--- config.mk ---
export PLATFORM = sky130hd
export DESIGN_NAME = strict_utf8_validate_count_flat
export DESIGN_NICKNAME = d
export VERILOG_FILES = /design/src/su8vc_pkg.sv /design/src/su8vc_req_if.sv /design/src/su8vc_rsp_if.sv /design/src/su8vc_step.sv /design/src/strict_utf8_validate_count.sv /design/src/flat_wrapper.sv
export SDC_FILE = /design/constraint.sdc
export NUM_CORES = 1
export LEC_CHECK = 0
export ABC_AREA = 1
export ABC_CLOCK_PERIOD_IN_PS = 3000
export BUFFER_PORTS_ARGS = -buffer_cell sky130_fd_sc_hd__clkbuf_2
export CAP_MARGIN = 10
export CORE_MARGIN = 10
export CORE_UTILIZATION = 30
export CTS_BUF_LIST = sky130_fd_sc_hd__clkbuf_8
export CTS_CLUSTER_DIAMETER = 80
export DETAILED_ROUTE_END_ITERATION = 7
export MAX_ROUTING_LAYER = met4
export PLACE_DENSITY = 0.57
export SLEW_MARGIN = 20
export SYNTH_ARGS = -nofsm -noshare
export SYNTH_HDL_FRONTEND = slang
export SYNTH_SLANG_ARGS = --single-unit
--- constraint.sdc ---
create_clock -name clock -period 3 [get_ports clock]
set_input_delay 0 -clock clock [delete_from_list [all_inputs] [get_ports clock]]
set_output_delay 0 -clock clock [all_outputs]
set_load 0.03 [all_outputs]
--- src/su8vc_pkg.sv ---
// ----------------------------------------------------------------------------
// su8vc_pkg
// Shared types and constants of the strict UTF-8 validator and counter.
// ----------------------------------------------------------------------------
package su8vc_pkg;

   // Range allowed for the next continuation byte.
   typedef enum logic [2:0] {
      RULE_ANY = 3'd0,  // 80..BF
      RULE_E0  = 3'd1,  // A0..BF, rules out overlong three-byte forms
      RULE_ED  = 3'd2,  // 80..9F, rules out surrogates
      RULE_F0  = 3'd3,  // 90..BF, rules out overlong four-byte forms
      RULE_F4  = 3'd4   // 80..8F, rules out code points above U+10FFFF
   } rule_type;

   localparam logic [7:0] LEAD2_LO  = 8'hC2;
   localparam logic [7:0] LEAD2_HI  = 8'hDF;
   localparam logic [7:0] LEAD_E0   = 8'hE0;
   localparam logic [7:0] LEAD_ED   = 8'hED;
   localparam logic [7:0] LEAD3_HI  = 8'hEF;
   localparam logic [7:0] LEAD_F0   = 8'hF0;
   localparam logic [7:0] LEAD_F4   = 8'hF4;
   localparam logic [7:0] ASCII_HI  = 8'h7F;
   localparam logic [7:0] CONT_LO   = 8'h80;
   localparam logic [7:0] CONT_8F   = 8'h8F;
   localparam logic [7:0] CONT_90   = 8'h90;
   localparam logic [7:0] CONT_9F   = 8'h9F;
   localparam logic [7:0] CONT_A0   = 8'hA0;
   localparam logic [7:0] CONT_HI   = 8'hBF;
   localparam logic [7:0] CONT_MASK = 8'hC0;
   localparam logic [7:0] NUL_BYTE  = 8'h00;

   localparam int unsigned OUT_COUNT_WIDTH = 16;

   // Decoder state carried from byte to byte.
   typedef struct packed {
      logic [1:0] pend;     // continuation bytes still expected
      rule_type   rule;     // range for the next continuation byte
      logic       err;      // an encoding rule was broken
      logic       nul;      // a zero byte was seen
   } step_state_type;

   typedef struct packed {
      logic [7:0] data_byte;
      logic       last_byte;
   } req_type;

   typedef struct packed {
      logic                       text_ok;
      logic                       bad_encoding;
      logic                       nul_found;
      logic [OUT_COUNT_WIDTH-1:0] code_points;
      logic                       count_clipped;
   } rsp_type;

endpackage

--- src/su8vc_req_if.sv ---
// ----------------------------------------------------------------------------
// su8vc_req_if
// Valid/ready channel carrying one string byte per transaction.
// ----------------------------------------------------------------------------
interface su8vc_req_if;
   logic                 valid;
   logic                 ready;
   su8vc_pkg::req_type   payload;

   modport source (output valid, output payload, input ready);
   modport sink   (input valid, input payload, output ready);
endinterface

--- src/su8vc_rsp_if.sv ---
// ----------------------------------------------------------------------------
// su8vc_rsp_if
// Valid/ready channel carrying one per-string summary per transaction.
// ----------------------------------------------------------------------------
interface su8vc_rsp_if;
   logic                 valid;
   logic                 ready;
   su8vc_pkg::rsp_type   payload;

   modport source (output valid, output payload, input ready);
   modport sink   (input valid, input payload, output ready);
endinterface

--- src/su8vc_step.sv ---
// ----------------------------------------------------------------------------
// su8vc_step
// Combinational UTF-8 decoder step: one byte against the current state.
// ----------------------------------------------------------------------------
module su8vc_step (
   input  logic [7:0]                data_byte,
   input  su8vc_pkg::step_state_type cur,
   output su8vc_pkg::step_state_type nxt,
   output logic                      bump
);

   logic cont_ok;

   // Is the byte a continuation byte in the range the open sequence allows?
   always_comb begin
      unique case (cur.rule)
         su8vc_pkg::RULE_E0: cont_ok = (data_byte >= su8vc_pkg::CONT_A0) &&
                                       (data_byte <= su8vc_pkg::CONT_HI);
         su8vc_pkg::RULE_ED: cont_ok = (data_byte >= su8vc_pkg::CONT_LO) &&
                                       (data_byte <= su8vc_pkg::CONT_9F);
         su8vc_pkg::RULE_F0: cont_ok = (data_byte >= su8vc_pkg::CONT_90) &&
                                       (data_byte <= su8vc_pkg::CONT_HI);
         su8vc_pkg::RULE_F4: cont_ok = (data_byte >= su8vc_pkg::CONT_LO) &&
                                       (data_byte <= su8vc_pkg::CONT_8F);
         default:            cont_ok = (data_byte & su8vc_pkg::CONT_MASK) ==
                                       su8vc_pkg::CONT_LO;
      endcase
   end

   always_comb begin
      nxt  = cur;
      bump = 1'b0;
      if ((cur.pend != 2'd0) && cont_ok) begin
         nxt.rule = su8vc_pkg::RULE_ANY;
         nxt.pend = cur.pend - 2'd1;
         bump     = (cur.pend == 2'd1);
      end else begin
         // A broken sequence is dropped and the same byte is decoded as a lead.
         if (cur.pend != 2'd0) begin
            nxt.err = 1'b1;
         end
         nxt.pend = 2'd0;
         nxt.rule = su8vc_pkg::RULE_ANY;
         priority if (data_byte <= su8vc_pkg::ASCII_HI) begin
            bump = 1'b1;
            if (data_byte == su8vc_pkg::NUL_BYTE) begin
               nxt.nul = 1'b1;
            end
         end else if ((data_byte >= su8vc_pkg::LEAD2_LO) &&
                      (data_byte <= su8vc_pkg::LEAD2_HI)) begin
            nxt.pend = 2'd1;
         end else if (data_byte == su8vc_pkg::LEAD_E0) begin
            nxt.pend = 2'd2;
            nxt.rule = su8vc_pkg::RULE_E0;
         end else if (data_byte == su8vc_pkg::LEAD_ED) begin
            nxt.pend = 2'd2;
            nxt.rule = su8vc_pkg::RULE_ED;
         end else if ((data_byte > su8vc_pkg::LEAD_E0) &&
                      (data_byte <= su8vc_pkg::LEAD3_HI)) begin
            nxt.pend = 2'd2;
         end else if (data_byte == su8vc_pkg::LEAD_F0) begin
            nxt.pend = 2'd3;
            nxt.rule = su8vc_pkg::RULE_F0;
         end else if (data_byte == su8vc_pkg::LEAD_F4) begin
            nxt.pend = 2'd3;
            nxt.rule = su8vc_pkg::RULE_F4;
         end else if ((data_byte > su8vc_pkg::LEAD_F0) &&
                      (data_byte < su8vc_pkg::LEAD_F4)) begin
            nxt.pend = 2'd3;
         end else begin
            // Stray continuation, C0/C1 or F5..FF as a lead byte.
            nxt.err = 1'b1;
         end
      end
   end

endmodule

--- src/strict_utf8_validate_count.sv ---
// ----------------------------------------------------------------------------
// strict_utf8_validate_count
// Strict UTF-8 validator with NUL detection and code point counting.
// ----------------------------------------------------------------------------
// A string enters one byte per request transaction, with last_byte set on its
// final byte; a string always has at least one byte. The block accepts one
// byte every clock cycle unless the input stalls as described below. Each byte
// is first captured in an input register, then decoded by a short
// combinational step that updates the decoder state and code point counter,
// and on the final byte the summary is written into the response register,
// which drives the response channel. The response register lets the next
// string stream in while the summary waits; the input stalls only when a new
// final byte would overwrite a summary that has not been taken yet. After the
// final byte all state clears for the next string.
// ----------------------------------------------------------------------------
module strict_utf8_validate_count #(
   parameter int unsigned COUNT_WIDTH = 16  // code point counter width, 8..32
) (
   input  logic               clock,
   input  logic               reset,
   su8vc_req_if.sink          req_chan,
   su8vc_rsp_if.source        rsp_chan
);

   // Input register stage.
   logic                      stg_valid_ff, stg_valid_in;
   su8vc_pkg::req_type        stg_ff;

   // Decoder state that persists across the bytes of one string.
   su8vc_pkg::step_state_type st_ff, st_nxt;
   logic [COUNT_WIDTH-1:0]    count_ff, count_in;
   logic                      ovf_ff, ovf_in;
   logic                      bump;

   // Response register.
   logic                      rsp_valid_ff, rsp_valid_in;
   su8vc_pkg::rsp_type        rsp_ff, rsp_in;

   logic                      step_go;
   logic                      high_count;
   logic [su8vc_pkg::OUT_COUNT_WIDTH-1:0] cp_clamped;

   // The staged byte moves on unless it is a final byte and the response
   // register still holds a summary nobody has taken.
   assign step_go = stg_valid_ff &&
                    (!stg_ff.last_byte || !rsp_valid_ff || rsp_chan.ready);
   assign req_chan.ready = !stg_valid_ff || step_go;

   assign stg_valid_in = req_chan.ready ? req_chan.valid : stg_valid_ff;

   always_ff @(posedge clock) begin
      if (reset) begin
         stg_valid_ff <= 1'b0;
      end else begin
         stg_valid_ff <= stg_valid_in;
      end
      if (req_chan.ready && req_chan.valid) begin
         stg_ff <= req_chan.payload;
      end
   end

   su8vc_step u_step (
      .data_byte (stg_ff.data_byte),
      .cur       (st_ff),
      .nxt       (st_nxt),
      .bump      (bump)
   );

   // Counter saturates at its own maximum; the overflow flag remembers that.
   always_comb begin
      count_in = count_ff;
      ovf_in   = ovf_ff;
      if (bump) begin
         if (count_ff == {COUNT_WIDTH{1'b1}}) begin
            ovf_in = 1'b1;
         end else begin
            count_in = count_ff + COUNT_WIDTH'(1);
         end
      end
   end

   // Clamp the count to the 16-bit result field.
   generate
      if (COUNT_WIDTH > su8vc_pkg::OUT_COUNT_WIDTH) begin : g_wide
         assign high_count = |count_in[COUNT_WIDTH-1:su8vc_pkg::OUT_COUNT_WIDTH];
         assign cp_clamped = high_count ? {su8vc_pkg::OUT_COUNT_WIDTH{1'b1}}
                                        : count_in[su8vc_pkg::OUT_COUNT_WIDTH-1:0];
      end else begin : g_narrow
         assign high_count = 1'b0;
         assign cp_clamped = su8vc_pkg::OUT_COUNT_WIDTH'(count_in);
      end
   endgenerate

   // Summary of the string as it stands after the staged byte.
   always_comb begin
      rsp_in.bad_encoding  = st_nxt.err || (st_nxt.pend != 2'd0);
      rsp_in.nul_found     = st_nxt.nul;
      rsp_in.text_ok       = !rsp_in.bad_encoding && !st_nxt.nul;
      rsp_in.code_points   = cp_clamped;
      rsp_in.count_clipped = ovf_in || high_count;
   end

   assign rsp_valid_in = (step_go && stg_ff.last_byte) ||
                         (rsp_valid_ff && !rsp_chan.ready);

   always_ff @(posedge clock) begin
      if (reset) begin
         st_ff        <= '0;
         count_ff     <= '0;
         ovf_ff       <= 1'b0;
         rsp_valid_ff <= 1'b0;
      end else begin
         if (step_go) begin
            // A final byte returns the decoder to its cleared state.
            if (stg_ff.last_byte) begin
               st_ff    <= '0;
               count_ff <= '0;
               ovf_ff   <= 1'b0;
            end else begin
               st_ff    <= st_nxt;
               count_ff <= count_in;
               ovf_ff   <= ovf_in;
            end
         end
         rsp_valid_ff <= rsp_valid_in;
      end
      if (step_go && stg_ff.last_byte) begin
         rsp_ff <= rsp_in;
      end
   end

   assign rsp_chan.valid   = rsp_valid_ff;
   assign rsp_chan.payload = rsp_ff;

   // A narrowed continuation range only exists while a sequence is open.
   a_rule_needs_pend : assert property (@(posedge clock) disable iff (reset)
      (st_ff.rule != su8vc_pkg::RULE_ANY) |-> (st_ff.pend != 2'd0))
      else $error("continuation rule set with no open sequence");

   // A new response only follows a final byte leaving the input stage.
   a_rsp_from_last : assert property (@(posedge clock) disable iff (reset)
      $rose(rsp_valid_ff) |-> $past(step_go && stg_ff.last_byte))
      else $error("response raised without a final byte");

   // The summary flags stay consistent with each other.
   a_ok_consistent : assert property (@(posedge clock) disable iff (reset)
      rsp_valid_ff |-> (rsp_ff.text_ok ==
                        (!rsp_ff.bad_encoding && !rsp_ff.nul_found)))
      else $error("text_ok disagrees with error flags");

endmodule
--- src/flat_wrapper.sv ---
// flat-port wrapper written by rule: the top's interface ports become plain ports
module strict_utf8_validate_count_flat 
#(
   parameter int unsigned COUNT_WIDTH = 16                                    
)
  (clock, reset, req_chan_valid, req_chan_payload, req_chan_ready, rsp_chan_valid, rsp_chan_payload, rsp_chan_ready);
  su8vc_req_if req_chan_i ();
  su8vc_rsp_if rsp_chan_i ();
  input  logic clock;
  input  logic reset;
  input wire logic [$bits(req_chan_i.valid)-1:0] req_chan_valid;
  input wire logic [$bits(req_chan_i.payload)-1:0] req_chan_payload;
  output wire logic [$bits(req_chan_i.ready)-1:0] req_chan_ready;
  output wire logic [$bits(rsp_chan_i.valid)-1:0] rsp_chan_valid;
  output wire logic [$bits(rsp_chan_i.payload)-1:0] rsp_chan_payload;
  input wire logic [$bits(rsp_chan_i.ready)-1:0] rsp_chan_ready;
  assign req_chan_i.valid = req_chan_valid;
  assign req_chan_i.payload = req_chan_payload;
  assign req_chan_ready = req_chan_i.ready;
  assign rsp_chan_valid = rsp_chan_i.valid;
  assign rsp_chan_payload = rsp_chan_i.payload;
  assign rsp_chan_i.ready = rsp_chan_ready;
  strict_utf8_validate_count #(.COUNT_WIDTH(COUNT_WIDTH)) u_core (.clock(clock), .reset(reset), .req_chan(req_chan_i), .rsp_chan(rsp_chan_i));
endmodule
Word level (Yosys, flattened, before mapping):

Cells that the tools add are included.

* register bits after elaboration: 55
* input port bits: 13
* output and inout bits: 22
* word-level logic and storage cells: 106

* add/sub/neg operators: 2
* $lt $le $gt $ge: 13
* equality and inequality tests: 11
* multiplexer cells: 38
* reductions and logical operators: 27

Operator list (number)
* two-way mux 5 bit: 10
* two-way mux 16 bit: 3
* <= comparator 8 bit (second input constant): 5
* == test 8 bit (second input constant): 4
* greater-or-equal comparator 8 bit (second input constant): 4
* adder 16 x 1 -> 16 bit (second input constant): 1
* == test 16 bit (second input constant): 1
* greater-than comparator 8 bit (second input constant): 2
* two-way mux 1 bit: 14
* logical AND 1 bit: 13
* two-way mux 2 bit: 5
* <= comparator 8 x 7 -> 1 bit (second input constant): 1
* zero test 8 bit: 1
* less-than comparator 8 bit (second input constant): 1
* two-way mux 4 bit: 2
* two-way mux 7 bit: 1
* == test 3 x 2 -> 1 bit (second input constant): 2
* zero test 1 bit: 6
* two-way mux 6 bit: 1
* logical OR 1 bit: 5
* one-hot mux 1 bit (4 select lines): 1
* nonzero test 2 bit: 2
* == test 3 x 1 -> 1 bit (second input constant): 1
* == test 3 bit (second input constant): 1
* other kinds (4): 4

Depth between registers and ports, before layout:

* depth in word-level cells: 21
* gate-level depth with buffers: 15
* depth with buffers taken out: 14

By module:

A second synthesis with hierarchy kept.

* cells, all modules: 340
* area total of the unflattened synthesis: 2795.2 µm²

Modules (own cells, without submodules)
* strict_utf8_validate_count: times used 1, cells each 285, area an instance 2516.2 µm², sequential area each 1391.3 µm²
* su8vc_step: times used 1, cells each 55, area an instance 279.0 µm², sequential area each 0.0 µm²

Worst setup path before layout:

Ideal clock, no wire load.

* kind: register to register
* start: register u_core.count_ff[0]
* end: register u_core.count_ff[12]
* library setup time: 0.070 ns
* arrival time: 1.639 ns
* required time: 2.930 ns
* slack: 1.290 ns
* cell stages (with the launch flop): 13
* buffers on the path: 1
* clock period less this slack: 1.710 ns
* cell sequence: dfxtp_1 ha_1 inv_1 nor2_2 nand2_1 nor2_4 inv_2 buf_6 nand2_1 nand3_1 nand2_1 nand2_1 a21oi_1

* longest elaborated chain between the ends: 4
* elaborated cells on any way between the ends: 5
* those cells by class: 1 x add/sub; 1 x eq/ne; 3 x mux

Ends and longest elaborated chain
* start, declared: line strict_utf8_validate_count.sv:31 `logic [COUNT_WIDTH-1:0] count_ff, count_in;`
* start signal, assigned: line strict_utf8_validate_count.sv:121 `count_ff <= count_in;`
* adder 16 x 1 -> 16 bit or == test 16 bit (tied branches): line strict_utf8_validate_count.sv:77, strict_utf8_validate_count.sv:74
* two-way mux 16 bit (*): line strict_utf8_validate_count.sv:74 `if (count_ff == {COUNT_WIDTH{1'b1}}) begin`
* two-way mux 16 bit (*): line strict_utf8_validate_count.sv:73 `if (bump) begin`
* net u_core.count_in[12]: line strict_utf8_validate_count.sv:31
* two-way mux 16 bit (*): line strict_utf8_validate_count.sv:115 `if (stg_ff.last_byte) begin`

Mark *: on every way through the listed nets, which the timed path passes. The rest lies on a longest branch.
A chain may end at the register's enable or synchronous reset.

Worst setup path in the final report:

* start: register u_core.count_ff[0]
* end: register u_core.rsp_ff, in the netlist u_core.rsp_chan.payload[2] (data pin)

* longest elaborated chain between the ends: 3
* elaborated cells on any way between the ends: 4
* those cells by class: 1 x add/sub; 1 x eq/ne; 2 x mux

Ends and longest elaborated chain
* adder 16 x 1 -> 16 bit or == test 16 bit (tied branches): line strict_utf8_validate_count.sv:77, strict_utf8_validate_count.sv:74
* two-way mux 16 bit (*): line strict_utf8_validate_count.sv:74
* two-way mux 16 bit (*): line strict_utf8_validate_count.sv:73
* net u_core.count_in[1]: line strict_utf8_validate_count.sv:31
* end signal, assigned: line strict_utf8_validate_count.sv:128 `rsp_ff <= rsp_in;`
* end, declared: line strict_utf8_validate_count.sv:37 `su8vc_pkg::rsp_type rsp_ff, rsp_in;`

Marks and branches as above.

==> results.md <==
- Clk_lat worst skew: ~0.31 ns
- Setup TNS Final: 0 ns
- Required time at the worst-slack endpoint: 3.06 ns
- Largest net degree at the start of global routing: 24
- FF-to-FF setup slack: between 0.9 and 1 ns
- Worst setup EP type: register
- Worst-path fanout max: 16
- Mapped Cells: 343
- Final net count: 401
- Initial antenna violation count: 0
- Reg2reg start: u_core.count_ff[0]
- Status: completed
- DR DRC count: 0
- Site row count: 34
- Yosys Warn Count: 0
- Top-area cell type share of the netlist area: 31.5%
- DRT Wirelength: 5900 um
- Count leader, synth: nand2_1
- Synth Cell Area: roughly 2800 um2
- First-pass GRT wire length: 10,000 um
- DR vias: 2,251
- Type of origin of the critical path: register
- Clock Skew: 0.0132 ns
- Flops & latches, synth: 55
- Dpl cells: 476
- Cts bufs inserted: 5
- HP Class: in -> reg
- CP endpoint: u_core.rsp_chan.payload[2]
- TritonCTS clock tree: yes
- Post-CTS sizing: 0
- Fmax: 499 MHz
- Starting density of the core: 31.2%
- Clock sink count: 55
- Num ports: 35
- Setup CP Type: reg -> reg
- Pwr/cell area: 419 nW/um2
- Final Cycle Share: 66.8%
- EDFF count, synth: 29
- Slew HR: 43.6%
- Detailed placement HPWL: 4210 um
- Lkg Pwr: 1.31 nW
- H-Tree Depth: 2
- Share of cells above drive strength 1: 14.0%
- Post-route cell area: roughly 3200 um2
- DRT iter0 DRCs: 101
- Root Driver: clkbuf_8
- Worst-path clk slew: approximately 0.11 ns
- Die X: 116 um
- Total power: 1.34 mW
- RSZ-0062 raised after global routing: false
- Post-synth ARST share: 0%
- DR pass1 iterations: 4
- Tightest Pin Transition: 0.845 ns
- Reg2reg path depth: 10
- Gpl congestion: 0.878
- Final hold violation count: 0
- Synth cell count leaders: nand2_1 (118), nand3_1 (31), nor2_1 (30)
- Port bufs: 34
- Core box area: 8850 um2
- WHS: ~0.022 ns
- Worst VDD drop: 0.000204 V
- Avg WL per Cell: ~12 um
- R2r endpoint: u_core.rsp_chan.payload[2]
- Post-CTS Setup Inserts: 0
- Syn Nets: 359
- DRT antenna net count: 0
- Hold buffer count at CTS: 10
- Area growth from synthesis to layout: 16.1%
- Gr ovfl total: 0
- Most area-consuming cells after synthesis: edfxtp_1 (32%), dfxtp_1 (19%), nand2_1 (16%), nand3_1 (5.6%), a21oi_1 (4.5%)
- Placed cell area: roughly 3000 um2
- Vias per inst: approximately 4.6
- All-Layer GR Usage: under 10%
- Fin. max-slew vios: 0
- Die height: 116 um
- Synth area leader: edfxtp_1
- Number of setup violations in the final report: 0
- Max cap viols: 0
- Critical Path Source: u_core.count_ff[0]
- Post-synthesis sequential area ratio: 50.3%
- Crit path DAT: 2.07 ns
- Number of global-route vias before repair: 2,204
- Layout Cells excl Fill: between 400 and 500
- Synth Area per Inst: 8.06 um2
- Tmin final: 2.00 ns
- Ys flop type: edfxtp_1
- DIE AREA: 13,500 um2
- CTS Buffer Depth: 2
- Inserted Diodes: 0
- Netlist cell types: 32
==> through the flow <==
| step | setup WS (ns) | utilization (%) |
|---|---|---|
| 2_1_floorplan | 1.29 | - |
| 3_3_place_gp | 1.01 | 34.1 |
| 3_5_place_dp | 1.01 | 34.1 |
| 4_1_cts | 0.985 | 36.3 |
| 5_1_grt | 0.751 | 36.3 |
| 6_report | 0.996 | 36.3 |
==> kinds of logic after synthesis <==
group | synth area share (%)
buf+inv | 6.11
simple gates | 30.4
compound gates | 7.38
flops | 50.3
fa+ha+maj | 1.36
xor+xnor | 4.44
==> final cells by class <==
class	count	area, um2
Clock buffer	5	68.8
Clock inverter	3	23.8
Fill cell	897	5640
Inverter	29	109
Multi-Input combinational cell	249	1200
Sequential cell	55	1390
Tap cell	108	135
Timing Repair Buffer	45	278
==> registers in the layout, indices dropped and copies added (netlist names) <==
name and flops:
u_core.rsp_chan.payload 20, u_core.count_ff 16, u_core.rsp_chan.valid 1, u_core.stg_valid_ff 1, u_core.st_ff 7, u_core.ovf_ff 1
u_core.stg_ff 9
==> how the worst min path moves through the flow <==
stage,start,end,cells after the start
global route,rsp_chan_ready,u_core.stg_valid_ff,4
finish,rsp_chan_ready,u_core.stg_valid_ff,4
detailed placement,req_chan_payload[1],u_core.stg_ff[1],1
global placement,req_chan_payload[2],u_core.stg_ff[2],1
floorplan,reset,u_core.st_ff[2],1
CTS,rsp_chan_ready,u_core.stg_valid_ff,4
==> report_power, final <==
part / total, mW / switching (mW) / internal (mW)
registers: 0.818 / 0.00976 / 0.808
logic: 0.104 / 0.0713 / 0.0327
clock network: 0.422 / 0.254 / 0.168
total: 1.34 / 0.335 / 1.01
==> cells in the final DEF, fill, tap and decap left out, types with 2 or more instances in the layout <==
master,n
nand4_1,3
dlygate4sd3_1,10
nor3_1,4
dfxtp_1,26
edfxtp_1,29
a21oi_1,25
clkinvlp_4,2
nor2_1,30
o21ai_0,3
nor2_2,2
nand2_1,118
ha_1,3
clkbuf_2,34
nand2_2,2
xor2_1,10
nand3_1,31
nand2_4,2
o21ai_1,3
inv_1,28
clkbuf_8,5
xnor2_1,4
==> worst max-delay path, stage by stage, from the launching register on <==
cell	delay, ns
dfxtp_1	0.46
ha_1	0.29
inv_1	0.07
nor2_2	0.17
nand2_1	0.14
nor2_4	0.17
inv_2	0.15
nor2_1	0.12
nor2_1	0.05
nand3_1	0.07
nand2_1	0.08
==> routing by layer <==
| layer | up-vias | GRT usage [%] | wire, um |
|---|---|---|---|
| met4 | 0 | 1.83 | 26 |
| met5 | - | - | 0 |
| met3 | 2 | 2.33 | 239 |
| li1 | 1195 | - | - |
| met2 | 34 | 14.7 | 2690 |
| met1 | 1020 | 11.7 | 2950 |
(Power assumes the default switching activity.)
